[src/hdl/sdq_pkg.sv]
// ----------------------------------------------------------------------------
// sdq_pkg
// Shared types and constants of the searchable double-ended queue.
// ----------------------------------------------------------------------------
package sdq_pkg;

	localparam int DEPTH      = 64;
	localparam int DATA_WIDTH = 32;
	localparam int CNT_W      = $clog2(DEPTH + 1);
	localparam int IDX_W      = (DEPTH > 1) ? $clog2(DEPTH) : 1;
	localparam int POS_W      = 6;
	localparam int COUNT_W    = 7;
	localparam int VALUE_W    = 32;

	typedef enum logic [1:0] {
		OP_APPEND    = 2'd0,
		OP_POP_FRONT = 2'd1,
		OP_POP_BACK  = 2'd2,
		OP_SEARCH    = 2'd3
	} op_t;

	typedef enum logic [1:0] {
		ST_DONE  = 2'd0,
		ST_EMPTY = 2'd1,
		ST_FULL  = 2'd2
	} status_t;

	typedef struct packed {
		op_t                        op;
		logic signed [VALUE_W-1:0] value;
	} req_t;

	typedef struct packed {
		status_t             status;
		logic                found;
		logic [POS_W-1:0]    position;
		logic [COUNT_W-1:0]  count;
	} rsp_t;

	typedef struct packed {
		logic                  append_en;
		logic                  shift_en;
		logic [DATA_WIDTH-1:0] key;
		logic [CNT_W-1:0]      count;
	} cell_ctl_t;

endpackage

[src/hdl/searchable_double_ended_queue.sv]
// An accepted item is registered in the s1 registers, then in the result register.
// Throughput: one item per cycle unless stalled; the row of slots compares
// every entry at once; a pop front shifts the whole row in the same cycle.
// Stall on the result side backs up through one stage to the request side.
// Reset clears the fill count and both stage valids; entry contents are
// undefined until written.
// ----------------------------------------------------------------------------
// searchable_double_ended_queue
// Bounded queue with append, front and back removal, and linear search.
// ----------------------------------------------------------------------------
module searchable_double_ended_queue (
	input  logic          clk,
	input  logic          arst_n,
	input  logic          req_valid,
	output logic          req_stall,
	input  sdq_pkg::req_t req,
	output logic          rsp_valid,
	input  logic          rsp_stall,
	output sdq_pkg::rsp_t rsp
);

	localparam int CW  = sdq_pkg::CNT_W;
	localparam int IW  = sdq_pkg::IDX_W;
	localparam int DW  = sdq_pkg::DATA_WIDTH;
	localparam int PW  = sdq_pkg::POS_W;
	localparam int OW  = sdq_pkg::COUNT_W;
	localparam int N   = sdq_pkg::DEPTH;
	localparam logic [CW-1:0] FULL = CW'(N);

	logic [CW-1:0]       count_q;
	logic [CW-1:0]       count_nxt;
	sdq_pkg::status_t    status_nxt;
	sdq_pkg::cell_ctl_t  ctl;
	logic                accept;
	logic [DW-1:0]       data [N];
	logic [N-1:0]        hits;

	logic                valid_s1;
	logic                search_s1;
	logic [N-1:0]        hits_s1;
	sdq_pkg::status_t    status_s1;
	logic [CW-1:0]       count_s1;

	logic                out_load;
	logic                any;
	logic [IW-1:0]       first;
	logic                rsp_valid_q;
	sdq_pkg::rsp_t       rsp_q;

	assign out_load  = valid_s1 && (!rsp_valid_q || !rsp_stall);
	assign req_stall = valid_s1 && !out_load;
	assign accept    = req_valid && !req_stall;

	always_comb begin
		count_nxt  = count_q;
		status_nxt = sdq_pkg::ST_DONE;
		unique case (req.op)
			sdq_pkg::OP_APPEND: begin
				if (count_q == FULL) status_nxt = sdq_pkg::ST_FULL;
				else count_nxt = count_q + CW'(1);
			end
			sdq_pkg::OP_POP_FRONT, sdq_pkg::OP_POP_BACK: begin
				if (count_q == '0) status_nxt = sdq_pkg::ST_EMPTY;
				else count_nxt = count_q - CW'(1);
			end
			sdq_pkg::OP_SEARCH: begin
				count_nxt = count_q;
			end
			default: begin
				count_nxt = count_q;
			end
		endcase
	end

	assign ctl.append_en = accept && (req.op == sdq_pkg::OP_APPEND);
	assign ctl.shift_en  = accept && (req.op == sdq_pkg::OP_POP_FRONT) && (count_q != '0);
	assign ctl.key       = req.value[DW-1:0];
	assign ctl.count     = count_q;

	for (genvar g = 0; g < N; g++) begin : g_cell
		logic [DW-1:0] nbr;
		if (g == N - 1) begin : g_last
			assign nbr = data[g];
		end else begin : g_mid
			assign nbr = data[g+1];
		end
		sdq_cell u_cell (
			.clk       (clk),
			.ctl       (ctl),
			.idx       (IW'(g)),
			.next_data (nbr),
			.data      (data[g]),
			.match     (hits[g])
		);
	end

	always_ff @(posedge clk or negedge arst_n) begin
		if (!arst_n) begin
			count_q  <= '0;
			valid_s1 <= 1'b0;
		end else begin
			if (accept) count_q <= count_nxt;
			if (accept) valid_s1 <= 1'b1;
			else if (out_load) valid_s1 <= 1'b0;
		end
	end

	always_ff @(posedge clk) begin
		if (accept) begin
			search_s1 <= (req.op == sdq_pkg::OP_SEARCH);
			hits_s1   <= hits;
			status_s1 <= status_nxt;
			count_s1  <= count_nxt;
		end
	end

	sdq_pick u_pick (
		.hits  (hits_s1),
		.any   (any),
		.first (first)
	);

	always_ff @(posedge clk or negedge arst_n) begin
		if (!arst_n) begin
			rsp_valid_q <= 1'b0;
		end else if (out_load) begin
			rsp_valid_q <= 1'b1;
		end else if (!rsp_stall) begin
			rsp_valid_q <= 1'b0;
		end
	end

	always_ff @(posedge clk) begin
		if (out_load) begin
			rsp_q.status   <= status_s1;
			rsp_q.found    <= search_s1 && any;
			rsp_q.position <= (search_s1 && any) ? PW'(first) : '0;
			rsp_q.count    <= OW'(count_s1);
		end
	end

	assign rsp_valid = rsp_valid_q;
	assign rsp       = rsp_q;

endmodule

[src/hdl/sdq_cell.sv]
// ----------------------------------------------------------------------------
// sdq_cell
// One queue slot: holds an entry, loads on append, takes its neighbor's
// entry on a front removal, and compares against the search key.
// ----------------------------------------------------------------------------
module sdq_cell (
	input  logic                           clk,
	input  sdq_pkg::cell_ctl_t             ctl,
	input  logic [sdq_pkg::IDX_W-1:0]      idx,
	input  logic [sdq_pkg::DATA_WIDTH-1:0] next_data,
	output logic [sdq_pkg::DATA_WIDTH-1:0] data,
	output logic                           match
);

	localparam int CW = sdq_pkg::CNT_W;

	logic [sdq_pkg::DATA_WIDTH-1:0] data_q;
	logic [CW-1:0]                  idx_ext;

	assign idx_ext = CW'(idx);
	assign data    = data_q;
	assign match   = (idx_ext < ctl.count) && (data_q == ctl.key);

	always_ff @(posedge clk) begin
		if (ctl.shift_en) begin
			data_q <= next_data;
		end else if (ctl.append_en && (idx_ext == ctl.count)) begin
			data_q <= ctl.key;
		end
	end

endmodule

[src/hdl/sdq_pick.sv]
// ----------------------------------------------------------------------------
// sdq_pick
// Priority pick of the lowest matching slot.
// ----------------------------------------------------------------------------
module sdq_pick (
	input  logic [sdq_pkg::DEPTH-1:0] hits,
	output logic                      any,
	output logic [sdq_pkg::IDX_W-1:0] first
);

	localparam int IW = sdq_pkg::IDX_W;

	always_comb begin
		any   = |hits;
		first = '0;
		for (int i = sdq_pkg::DEPTH - 1; i >= 0; i--) begin
			if (hits[i]) begin
				first = IW'(i);
			end
		end
	end

endmodule

[config.mk]
export PLATFORM = sky130hd
export DESIGN_NAME = searchable_double_ended_queue
export DESIGN_NICKNAME = d
export VERILOG_FILES = /design/src/hdl/sdq_pkg.sv /design/src/hdl/searchable_double_ended_queue.sv /design/src/hdl/sdq_cell.sv /design/src/hdl/sdq_pick.sv
export SDC_FILE = /design/constraint.sdc
export NUM_CORES = 2
export LEC_CHECK = 0
export BUFFER_PORTS_ARGS = -buffer_cell sky130_fd_sc_hd__buf_2
export CORE_MARGIN = 5
export CORE_UTILIZATION = 38
export CTS_BUF_LIST = sky130_fd_sc_hd__clkbuf_4 sky130_fd_sc_hd__clkbuf_8
export DETAILED_ROUTE_END_ITERATION = 8
export GPL_TIMING_DRIVEN = 0
export SLEW_MARGIN = 20
export SYNTH_ARGS = -nofsm -noshare
export SYNTH_HDL_FRONTEND = slang
export SYNTH_HIERARCHICAL = 1
export SYNTH_SLANG_ARGS = --single-unit
export TNS_END_PERCENT = 100
[constraint.sdc]
create_clock -name clk -period 6.4 [get_ports clk]
set_input_delay 0.32 -clock clk [delete_from_list [all_inputs] [get_ports clk]]
set_output_delay 0.32 -clock clk [all_outputs]
set_load 0.02 [all_outputs]
==> metrics.md <==
| Metric | Value |
|---|---|
| Iteration-0 DRC Markers | `4194` |
| EDFF count, synth | `2138` |
| HPWL after DPL | `233000 µm` |
| DIE AREA | `340000 µm²` |
| CORE AREA | `327000 µm²` |
| PD cells | `268 nW/µm²` |
| Share of synthesized area occupied by flip-flops and latches | `51.6%` |
| HP Class | `in2reg` |
| Fill cells | `29500` |
| # setup viols final | `0` |
| Library cells used by synthesis | `71` |
| Syn Inst Count | `9005` |
| Initial Util | `38.2%` |
| Syn avg cell area | `13.9 µm²` |
| Total track usage | `18.2%` |
| Final period demand of the worst path | `3.89 ns` |
| Most frequent cells in the layout | `2138 x edfxtp_1, 2051 x mux2_2, 2050 x xor2_1` |
| Total CTS buffers | `371` |
| RSZ-0062 raised after global routing | `no` |
| Synth Warn # | `6` |
| # clock sinks | `2147` |
| Critical path data arrival time | `4.55 ns` |
| Fin crit share | `60.7%` |
| Via-per-instance ratio | `5.14` |
| Clock skew | `0.0708 ns` |
| Area of the multi-input gates | `59300 µm²` |
| Remaining Overflow, GRT | `0` |
| Startpoint type of the worst setup path | `flop` |
| Largest family of logic cells by synthesized area | `multiplexers` |
| Clk Latency, worst-skew pair | `1.00 ns` |
| First-pass GRT wire length | `486000 µm` |
| Post-DR wirelength/cell | `21.9 µm` |
| Htree depth | `5` |
| Post-CTS Setup Inserts | `0` |
| Share of cells above drive strength 1 | `33.2%` |
| DRC errors left | `0` |
| Fin util | `44.0%` |
| Gp weighted congestion | `0.816` |
| Std-Cell Rows | `210` |
| Max Fclk | `257 MHz` |
| Worst-path clk slew | `0.06 ns` |
| Die X | `583 µm` |
| Synth Area in Compound Gates | `2.46%` |
| XOR/XNOR Fraction of Synth Area | `14.4%` |
| Adder-cell share of the synthesized area | `3.91%` |
| Root buf cell | `clkbuf_8` |
| Mux cell area share after synthesis | `18.5%` |
| Least-Margin Pin Slew | `1.23 ns` |
| Die Span Y | `583 µm` |
| Worst EP required | `7.07 ns` |
| Commonest non-fill, non-tap cell in the layout | `edfxtp_1` |
| Antenna violations before repair | `4` |
| Element type at the critical path end | `flop` |
| CTS tree | `built` |
| Synth Area in Simple Gates | `6.48%` |
| Final #Nets | `10400` |
| Port buffer count | `55` |
| Final Hold Vio Count | `0` |
| Drt first pass iters | `8` |
| Detail Route Antenna Nets | `0` |
| Worst-path maximum fanout | `41` |
| Relative slew slack | `17.3%` |
| Fin Hold WS | `0.159 ns` |
| Largest net degree at the start of global routing | `80` |
| Ys flop type | `edfxtp_1` |
| Post-synth ARST share | `0.419%` |
| Overall routed net length | `320000 µm` |
| Status | `completed` |
| Vias | `75200` |
| Setup CP Type | `reg2reg` |
| Via count of the first global-routing pass | `80900` |
| Area Growth Syn to Fin | `15.4%` |
| Leakage power | `50.7 nW` |
| Placed inst area | `137000 µm²` |
| CTS Buffer Depth | `4` |
| Mapped Area | `125000 µm²` |
| Max-slew violations | `0` |
| Max VDD drop | `0.177 mV` |
| Boundary pin count | `56` |
| Max_cap viols | `0` |
| Yosys reg bits | `2147` |
| Register area | `64500 µm²` |
| Design area | `144000 µm²` |
-- metal layers --
metal  GRT usage, %  part of all wire, %  up-vias  wire, µm
met3           2.07                  3.6      607     11500
met5              0                    0        -         0
met2           32.0                   49     1540    158000
li1               -                    -    35300         -
met4           6.74                  3.8        0     12000
met1           23.2                   43    37700    138000
-- stage by stage --
step / TNS [ns] / instances / power, mW / setup WS (ns)
2_1_floorplan: 0 / 9387 / 23.3 / 1.46
3_3_place_gp: -9732.04 / 13800 / 26.0 / -3.09
3_5_place_dp: 0 / 13900 / 26.5 / 2.51
4_1_cts: 0 / 14600 / 39.1 / 2.47
5_1_grt: 0 / 14600 / 40.7 / 2.33
6_report: 0 / 14600 / 38.7 / 2.51
-- path summary, 6_finish.rpt --
path | from | to | slack (ns) | cells past startpoint
setup reg to reg | rsp_valid$_DFFE_PN0P_ | g_cell[63].u_cell/data[10]$_DFFE_PP_ | 2.51 | 10
max in group asynchronous | arst_n | count_q[0]$_DFFE_PN0N_ | 5.71 | 3
hold / removal | rsp_stall | rsp_valid$_DFFE_PN0P_ | 0.16 | 3
hold reg to reg | count_s1[2]$_DFFE_PN_ | rsp[2]$_DFFE_PP_ | 0.42 | 0
min in group asynchronous | arst_n | valid_s1$_DFFE_PN0P_ | 0.33 | 3
setup / recovery | rsp_valid$_DFFE_PN0P_ | g_cell[63].u_cell/data[10]$_DFFE_PP_ | 2.51 | 10
-- cells by family after synthesis --
logic type | Yosys count
AOI/OAI and AO/OA | 407
xor gates and xnor gates | 2053
adders and majority gates | 390
buffers and inverters | 794
DFF | 2147
muxes | 2051
other | 2
and+or+nand+nor | 1161
-- final cells by class --
| cell class | count | area share, % |
|---|---|---|
| clock inverters | 162 | 0.724 |
| repair buffers | 233 | 3.05 |
| multi-input cells | 6446 | 41.2 |
| flip-flops and latches | 2147 | 44.7 |
| inverters | 530 | 1.38 |
| plain buffers | 264 | 0.939 |
| diodes | 6 | 0.0104 |
| clock buffers | 495 | 4.24 |
| well taps | 4346 | 3.77 |
-- flip-flops by register name, summed over array words and instances (netlist names) --
name	count
rsp_valid	1
count_s1	7
count_q	7
search_s1	1
g_cell.u_cell/data	2048
valid_s1	1
status_s1	2
rsp	16
hits_s1	64
-- critical path, cell delays in order, from the launching register on --
cell and delay (ns):
dfrtp_1 0.43, nand3_1 0.17, nand2_1 0.10, clkbuf_1 0.26
inv_4 0.56, and3_4 0.61, buf_12 0.24, buf_2 0.23
buf_2 0.32, o21bai_4 0.28, buf_12 0.24
-- report_power, final --
group          switching (mW)  internal [mW]  leakage, nW
Clock                    5.68           6.67         3.79
Sequential              0.722           16.8         19.7
Combinational            5.01           3.78         27.3
-- Yosys cell counts, types with 7 or more instances --
| cell | number | area (µm²) |
|---|---|---|
| nor3_1 | 15 | 75.1 |
| a31oi_1 | 68 | 425 |
| and3_1 | 9 | 56.3 |
| nand4_1 | 192 | 1200 |
| buf_2 | 256 | 1280 |
| a221oi_2 | 65 | 976 |
| nor4_2 | 192 | 2400 |
| mux2_2 | 2051 | 23100 |
| nand2b_1 | 7 | 43.8 |
| o21bai_1 | 67 | 503 |
| edfxtp_1 | 2138 | 64200 |
| nor4_1 | 336 | 2100 |
| dfrtp_1 | 9 | 225 |
| ha_1 | 390 | 4880 |
| nor2_1 | 90 | 338 |
| o21ai_0 | 80 | 400 |
| inv_1 | 530 | 1990 |
| nand3_1 | 12 | 60.1 |
| a21oi_1 | 84 | 420 |
| and3b_1 | 64 | 561 |
| xor2_1 | 2050 | 18000 |
| nand2_1 | 146 | 548 |
| nor2b_1 | 70 | 438 |
-- repair_timing --
action                    CTS  global route
resized for setup           0             0
hold endpoints to repair  337             0
hold buffers               40             0
No activity file was read; power rests on OpenSTA's default activity.
